==> src/hw/rtl/base64_stream_encoder_unit_macros.svh <==
// Assertion helpers shared by the encoder modules.
// Each one expects clk and rst_n in scope.
`ifndef BASE64_STREAM_ENCODER_UNIT_MACROS_SVH
`define BASE64_STREAM_ENCODER_UNIT_MACROS_SVH

`ifndef SYNTHESIS

// Same-cycle implication, checked out of reset.
`define B64E_ASSERT_IMPL(label, ante, cons) \
  label: assert property (@(posedge clk) disable iff (!rst_n) (ante) |-> (cons)) \
    else $error("assertion failed");

// Next-cycle implication, checked out of reset.
`define B64E_ASSERT_NEXT(label, ante, cons) \
  label: assert property (@(posedge clk) disable iff (!rst_n) (ante) |=> (cons)) \
    else $error("assertion failed");

`else

`define B64E_ASSERT_IMPL(label, ante, cons)
`define B64E_ASSERT_NEXT(label, ante, cons)

`endif

`endif

==> src/hw/rtl/b64e_pkg.sv <==
package b64e_pkg;

  localparam int CHAR_W        = 7;
  localparam int QDEPTH_DEF    = 2;
  localparam int SLOTS         = 4;

  localparam logic [CHAR_W-1:0] PAD_CHAR   = 7'd61;  // '='
  localparam logic [CHAR_W-1:0] PLUS_CHAR  = 7'd43;  // '+'
  localparam logic [CHAR_W-1:0] SLASH_CHAR = 7'd47;  // '/'

  // One byte's worth of output characters, as built by the front end
  typedef struct packed {
    logic [SLOTS-1:0][5:0] sext;      // sextet per character slot
    logic [SLOTS-1:0]      pad;       // slot is '=' padding
    logic [1:0]            last_idx;  // index of the final slot in use
    logic                  last;      // job closes the message
  } job_t;

  // Map a sextet onto the standard alphabet
  function automatic logic [CHAR_W-1:0] sextet_to_ascii(input logic [5:0] v);
    logic [CHAR_W-1:0] w;
    w = {1'b0, v};
    if (v < 6'd26)      return w + 7'd65;
    else if (v < 6'd52) return w + 7'd71;
    else if (v < 6'd62) return w - 7'd4;
    else if (v == 6'd62) return PLUS_CHAR;
    else                return SLASH_CHAR;
  endfunction

endpackage

==> src/hw/rtl/base64_stream_encoder_unit.sv <==
// Channel   Handshake          Payload
// input     push / full        in_data_byte[7:0], in_last_byte
// result    empty / pop        out_char[6:0], out_last_char
//
// A byte is taken in any cycle the job queue has room; each byte becomes a job
// of one to four characters. The character emitter puts out one character per
// cycle while it holds a job and the result does not stall, so three bytes
// yield four characters. Reset (rst_n low, synchronous) clears group position,
// queue and output. A stalled result (pop low) holds the output; the queue
// keeps taking bytes until it fills.
module base64_stream_encoder_unit #(
  parameter int QDEPTH = b64e_pkg::QDEPTH_DEF
) (
  input  logic                        clk,
  input  logic                        rst_n,
  input  logic [7:0]                  in_data_byte,
  input  logic                        in_last_byte,
  input  logic                        push,
  output logic                        full,
  output logic [b64e_pkg::CHAR_W-1:0] out_char,
  output logic                        out_last_char,
  output logic                        empty,
  input  logic                        pop
);
  import b64e_pkg::*;

  job_t wr_job, rd_job;
  logic q_push, q_pop, q_full, q_empty;

  assign full = q_full;

  b64e_front u_front (
    .clk          (clk),
    .rst_n        (rst_n),
    .in_data_byte (in_data_byte),
    .in_last_byte (in_last_byte),
    .push         (push),
    .q_full       (q_full),
    .q_push       (q_push),
    .q_data       (wr_job)
  );

  b64e_queue #(
    .DEPTH (QDEPTH)
  ) u_queue (
    .clk     (clk),
    .rst_n   (rst_n),
    .wr_en   (q_push),
    .wr_data (wr_job),
    .full    (q_full),
    .rd_en   (q_pop),
    .rd_data (rd_job),
    .empty   (q_empty)
  );

  b64e_back u_back (
    .clk           (clk),
    .rst_n         (rst_n),
    .q_empty       (q_empty),
    .q_data        (rd_job),
    .q_pop         (q_pop),
    .out_char      (out_char),
    .out_last_char (out_last_char),
    .empty         (empty),
    .pop           (pop)
  );

endmodule

==> src/hw/rtl/b64e_front.sv <==
module b64e_front (
  input  logic          clk,
  input  logic          rst_n,
  input  logic [7:0]    in_data_byte,
  input  logic          in_last_byte,
  input  logic          push,
  input  logic          q_full,
  output logic          q_push,
  output b64e_pkg::job_t q_data
);
  import b64e_pkg::*;

  logic [1:0] phase_r, phase_nxt;
  logic [3:0] left_r, left_nxt;
  job_t       job;

  // Accept a byte whenever the job queue has room
  assign q_push = push && !q_full;
  assign q_data = job;

  // Split the byte into sextets according to the group position
  always_comb begin
    job       = '0;
    phase_nxt = 2'd0;
    left_nxt  = 4'd0;
    case (phase_r)
      2'd1: begin
        job.sext[0] = {left_r[1:0], in_data_byte[7:4]};
        if (in_last_byte) begin
          job.sext[1]  = {in_data_byte[3:0], 2'b00};
          job.pad[2]   = 1'b1;
          job.last_idx = 2'd2;
          job.last     = 1'b1;
        end else begin
          job.last_idx = 2'd0;
          left_nxt     = in_data_byte[3:0];
          phase_nxt    = 2'd2;
        end
      end
      2'd2: begin
        job.sext[0]  = {left_r, in_data_byte[7:6]};
        job.sext[1]  = in_data_byte[5:0];
        job.last_idx = 2'd1;
        job.last     = in_last_byte;
      end
      default: begin
        job.sext[0] = in_data_byte[7:2];
        if (in_last_byte) begin
          job.sext[1]  = {in_data_byte[1:0], 4'b0000};
          job.pad[2]   = 1'b1;
          job.pad[3]   = 1'b1;
          job.last_idx = 2'd3;
          job.last     = 1'b1;
        end else begin
          job.last_idx = 2'd0;
          left_nxt     = {2'b00, in_data_byte[1:0]};
          phase_nxt    = 2'd1;
        end
      end
    endcase
  end

  // Advance group state on each accepted byte
  always_ff @(posedge clk) begin
    if (!rst_n) begin
      phase_r <= 2'd0;
      left_r  <= 4'd0;
    end else if (q_push) begin
      phase_r <= phase_nxt;
      left_r  <= left_nxt;
    end
  end

endmodule

==> src/hw/rtl/b64e_queue.sv <==
`include "base64_stream_encoder_unit_macros.svh"

module b64e_queue #(
  parameter int DEPTH = b64e_pkg::QDEPTH_DEF
) (
  input  logic           clk,
  input  logic           rst_n,
  input  logic           wr_en,
  input  b64e_pkg::job_t wr_data,
  output logic           full,
  input  logic           rd_en,
  output b64e_pkg::job_t rd_data,
  output logic           empty
);
  import b64e_pkg::*;

  localparam int PTR_W = (DEPTH > 1) ? $clog2(DEPTH) : 1;
  localparam int CNT_W = $clog2(DEPTH + 1);

  job_t             slot_r [DEPTH];
  logic [PTR_W-1:0] wr_ptr_r, rd_ptr_r;
  logic [CNT_W-1:0] count_r;

  assign full    = (count_r == CNT_W'(DEPTH));
  assign empty   = (count_r == '0);
  assign rd_data = slot_r[rd_ptr_r];

  // Store incoming jobs
  always_ff @(posedge clk) begin
    if (wr_en) begin
      slot_r[wr_ptr_r] <= wr_data;
    end
  end

  // Advance pointers and occupancy
  always_ff @(posedge clk) begin
    if (!rst_n) begin
      wr_ptr_r <= '0;
      rd_ptr_r <= '0;
      count_r  <= '0;
    end else begin
      if (wr_en) begin
        wr_ptr_r <= (wr_ptr_r == PTR_W'(DEPTH - 1)) ? '0 : wr_ptr_r + PTR_W'(1);
      end
      if (rd_en) begin
        rd_ptr_r <= (rd_ptr_r == PTR_W'(DEPTH - 1)) ? '0 : rd_ptr_r + PTR_W'(1);
      end
      if (wr_en && !rd_en) begin
        count_r <= count_r + CNT_W'(1);
      end else if (rd_en && !wr_en) begin
        count_r <= count_r - CNT_W'(1);
      end
    end
  end

  `B64E_ASSERT_IMPL(a_no_overflow, wr_en, !full)
  `B64E_ASSERT_IMPL(a_no_underflow, rd_en, !empty)

endmodule

==> src/hw/rtl/b64e_back.sv <==
`include "base64_stream_encoder_unit_macros.svh"

module b64e_back (
  input  logic                          clk,
  input  logic                          rst_n,
  input  logic                          q_empty,
  input  b64e_pkg::job_t                q_data,
  output logic                          q_pop,
  output logic [b64e_pkg::CHAR_W-1:0]   out_char,
  output logic                          out_last_char,
  output logic                          empty,
  input  logic                          pop
);
  import b64e_pkg::*;

  job_t              cur_job_r;
  logic              cur_valid_r;
  logic [1:0]        cur_idx_r;
  logic              out_valid_r;
  logic [CHAR_W-1:0] out_char_r, char_nxt;
  logic              out_last_r, last_nxt;
  logic              out_free, emit, cur_done;

  // Hand the next character to the output register when it frees up
  assign out_free = !out_valid_r || pop;
  assign emit     = cur_valid_r && out_free;
  assign cur_done = emit && (cur_idx_r == cur_job_r.last_idx);
  assign q_pop    = !q_empty && (!cur_valid_r || cur_done);

  assign char_nxt = cur_job_r.pad[cur_idx_r] ? PAD_CHAR
                                             : sextet_to_ascii(cur_job_r.sext[cur_idx_r]);
  assign last_nxt = cur_job_r.last && (cur_idx_r == cur_job_r.last_idx);

  // Step through the slots of the current job
  always_ff @(posedge clk) begin
    if (!rst_n) begin
      cur_valid_r <= 1'b0;
      cur_idx_r   <= 2'd0;
      out_valid_r <= 1'b0;
    end else begin
      if (q_pop) begin
        cur_valid_r <= 1'b1;
        cur_idx_r   <= 2'd0;
      end else if (cur_done) begin
        cur_valid_r <= 1'b0;
      end else if (emit) begin
        cur_idx_r <= cur_idx_r + 2'd1;
      end
      if (emit) begin
        out_valid_r <= 1'b1;
      end else if (pop) begin
        out_valid_r <= 1'b0;
      end
    end
  end

  // Hold job and character payload
  always_ff @(posedge clk) begin
    if (q_pop) begin
      cur_job_r <= q_data;
    end
    if (emit) begin
      out_char_r <= char_nxt;
      out_last_r <= last_nxt;
    end
  end

  assign out_char      = out_char_r;
  assign out_last_char = out_last_r;
  assign empty         = !out_valid_r;

  `B64E_ASSERT_IMPL(a_idx_in_job, cur_valid_r, cur_idx_r <= cur_job_r.last_idx)
  `B64E_ASSERT_IMPL(a_pad_only_at_end, emit && cur_job_r.pad[cur_idx_r], cur_job_r.last)

endmodule
==> config.mk <==
export PLATFORM = sky130hd
export DESIGN_NAME = base64_stream_encoder_unit
export DESIGN_NICKNAME = d
export VERILOG_FILES = /design/src/hw/rtl/b64e_pkg.sv /design/src/hw/rtl/base64_stream_encoder_unit.sv /design/src/hw/rtl/b64e_front.sv /design/src/hw/rtl/b64e_queue.sv /design/src/hw/rtl/b64e_back.sv
export VERILOG_INCLUDE_DIRS = /design/src /design/src/hw/rtl
export SDC_FILE = /design/constraint.sdc
export NUM_CORES = 1
export LEC_CHECK = 0
export ABC_CLOCK_PERIOD_IN_PS = 3800
export BUFFER_PORTS_ARGS = -buffer_cell sky130_fd_sc_hd__buf_2
export CORE_AREA = 5 5 97 121
export CTS_BUF_LIST = sky130_fd_sc_hd__clkbuf_8
export DETAILED_ROUTE_END_ITERATION = 7
export DIE_AREA = 0 0 102 126
export PLACE_DENSITY = 0.66
export SETUP_SLACK_MARGIN = 0.02
export SLEW_MARGIN = 10
export SYNTH_ARGS = -nofsm -noshare
export SYNTH_HDL_FRONTEND = slang
export SYNTH_HIERARCHICAL = 1
export SYNTH_SLANG_ARGS = --single-unit
==> constraint.sdc <==
create_clock -name clk -period 3.8 [get_ports clk]
set_input_delay 0.38 -clock clk [delete_from_list [all_inputs] [get_ports clk]]
set_output_delay 0.38 -clock clk [all_outputs]
set_load 0.01 [all_outputs]
==> out/metrics.yaml <==
run_status:
  status: "finished, final reports clean"
cts:
  clockBufferDepth: 2
  cts_setup_buffers: 0
  cts_resized: 0
  cts_root_buffer: "clkbuf_8"
  ctsHoldBuffers: 0
  path_clk_slew_ns: 0.07
  numCtsBuffers: 17
  cts.htree.levels: 4
  cts_tree: "built"
  insertion_delay_ns: 0.41
  clock_sinks: 116
timing:
  final-hold-violation-count: 0
  setup_viol: 0
  fin_setup_tns_ns: 0
  rsz0062_at_grt: "no"
  min_period_ns: 2.87
  drv_slew: 0
  finalCritPeriodShare: 0.756
  fmaxAchievable_mhz: 348
  finClkSkew_ns: 0.00704
  tightest_slew_ns: 0.620
  relSlewSlack: 0.586
drt:
  vias_per_cell: 5.34
  vias: 2717
  drt_first_pass_iters: 4
  ant_nets: 0
  initialDrtViolationCount: 97
  drc: 0
  wl_per_cell_um: 16.3
  totalWireLength_mm: 8.28
critical_path:
  cp_max_fo: 11
  end_kind: "flop"
  cp.required_ns: 3.95
  crit_type: "reg -> reg"
  worstPathArrival_ns: 3.03
  startpoint_type: "flop"
  path_buf_inv: 1
  cpMaxStageDelayCell: "mux4_1"
  path_cells: "buf_4, mux4_1, ha_1, or2_2, o211ai_1, and2_1, o31ai_1"
  cp_slowest_stage_delay_ns: 0.78
  critical_path.top_delay_family: "multiplexers"
global_route:
  grt_pass1_vias: 2786
  grt_max_degree: 33
  antenna_found_initial: 0
  grt_usage: 0.143
  grt_pass1_wl_mm: 13.9
  grt_overflow: 0
die:
  fp.dieW_um: 102
  coreArea_um2: 10500
  dieArea_um2: 12900
  ios: 23
  dieHeight_um: 126
  rows: 42
  start_util: 0.488
cells_and_area:
  final_cell_mix: "edfxtp_1, mux2_2, buf_2"
  final_common_cell: "edfxtp_1"
  area_delta_synth_final_pct: 10.1
  drive_gt1_frac: 0.273
  layoutNonFillerInstCount: 509
  fillCellCount: 849
  diodes: 0
  final_nets: 387
synthesis:
  synth-edff-count: 101
  synth_area_um2: 5110
  yosys.area_share.simple: 0.0757
  yosys-mux-area-fraction: 0.110
  synthArstFlopShare: 0
  yosysUniqueCellTypes: 56
  yosysSeqAreaShare: 0.653
  synth_top_area_cell: "edfxtp_1"
  synth_fa_ha_area_frac: 0.0245
  synth_area_per_cell_um2: 15.3
  ys_seq_elements: 116
  synth-xor-area-share: 0.0154
  synth_top_family_by_area: "multiplexers"
  synth_compound_area_frac: 0.0742
  synthCells: 333
  synth_ff_type: "edfxtp_1"
  yosysTopAreaCellShare: 0.594
  ys_warn_count: 6
  synth.area.top_cells: "edfxtp_1, mux2_2, dfxtp_1"
power_and_ir_drop:
  seqPwrFrac: 0.459
  total_power_mw: 4.28
  p_per_area_nw_per_um2: 762
  p_sw_mw: 1.35
  p_comb_frac: 0.321
  p_int_mw: 2.94
  p_sw_frac: 0.314
  p_leak_nw: 2.05
  pwr-share-clk: 0.219
  irDropWorstVdd_mv: 0.400
place:
  gpl.final_weighted_congestion: 0.803
  dp.cells: 477
  hpwl_mm: 5.41
  port_buffers: 22
worst_hold_path:
  hp-class: "in -> reg"
flow_run:
  drv_cap: 0
## power groups by stage
stage / logic, mW / registers (mW) / clock network (mW)
2_1_floorplan: 1.09 / 1.97 / 0
3_3_place_gp: 1.36 / 1.99 / 0
3_5_place_dp: 1.38 / 2.00 / 0
4_1_cts: 1.39 / 1.98 / 0.975
5_1_grt: 1.53 / 2.00 / 1.04
6_report: 1.38 / 1.97 / 0.940
## cells by family after synthesis
kind of cell    Yosys count
flops                   116
xor+xnor                  9
buf+inv                  42
fa+ha+maj                10
other cells               1
mux                      42
simple gates             62
compound gates           51
## worst reg2reg max path, delay by kind of cell (launching register included)
family          cells  cell delay (ns)
mux                 1             0.78
simple gates        2             0.56
flops               1             0.43
fa+ha+maj           1             0.34
compound gates      2             0.29
buf+inv             1             0.22
## Yosys cell counts, types with 5 or more instances
library cell,number
buf_4,15
nor2b_1,10
mux2_2,32
buf_2,10
edfxtp_1,101
o21ai_0,8
xor2_1,7
inv_1,14
dfxtp_1,15
a22oi_1,8
and2_1,10
nand2_1,12
nor2_1,9
ha_1,10
a21oi_1,5
## metal layers
metal | share of wire | global-route usage | routed length, um | vias up
met4 | 0.017 | 0.0610 | 141 | 0
met2 | 0.50 | 0.228 | 4160 | 68
li1 | - | - | - | 1300
met5 | 0 | 0 | 0 | -
met3 | 0.043 | 0.0476 | 352 | 9
met1 | 0.44 | 0.178 | 3620 | 1340
## through the flow
stage	worst slack, ns	area, um^2	hold slack (ns)	utilization
3_5_place_dp	0.950	5290	0.473	0.505
2_1_floorplan	0.442	5160	0.450	-
6_report	0.927	5620	0.245	0.538
5_1_grt	0.764	5620	0.204	0.538
3_3_place_gp	1.01	5290	0.482	0.505
4_1_cts	0.939	5620	0.210	0.538
## area by class of cell
| cell class | instances | area (um^2) | area share |
|---|---|---|---|
| repair buffers | 27 | 148 | 0.0263 |
| clock buffers | 21 | 289 | 0.0514 |
| inverters | 14 | 52.6 | 0.00934 |
| flip-flops and latches | 116 | 3330 | 0.593 |
| clock inverters | 11 | 50.0 | 0.00890 |
| well taps | 132 | 165 | 0.0294 |
| multi-input cells | 188 | 1590 | 0.282 |
## worst paths after layout
| path | endpoint | cells past startpoint | startpoint | slack [ns] |
|---|---|---|---|---|
| max reg2reg | u_back/out_char[2] | 7 | u_back/cur_idx_r[0] | 0.93 |
| min | u_front/left_r[2] | 2 | in_data_byte[2] | 0.25 |
| min reg2reg | u_front/left_r[2] | 1 | u_front/left_r[2] | 0.49 |
| max | u_back/out_char[2] | 7 | u_back/cur_idx_r[0] | 0.93 |
## sequential cells by signal (all words and copies together), names as in the netlist, named ones only
name                  count
u_back/cur_idx_r          2
u_queue/count_r           2
u_queue/rd_ptr_r          1
u_back/out_last_char      1
u_front/phase_r           2
u_front/left_r            4
u_back/cur_valid_r        1
u_queue/wr_ptr_r          1
u_queue/slot_r           62
u_back/out_valid_r        1
u_back/cur_job_r         31
u_back/out_char           7
Note: power is estimated with default switching activity, not from simulation.
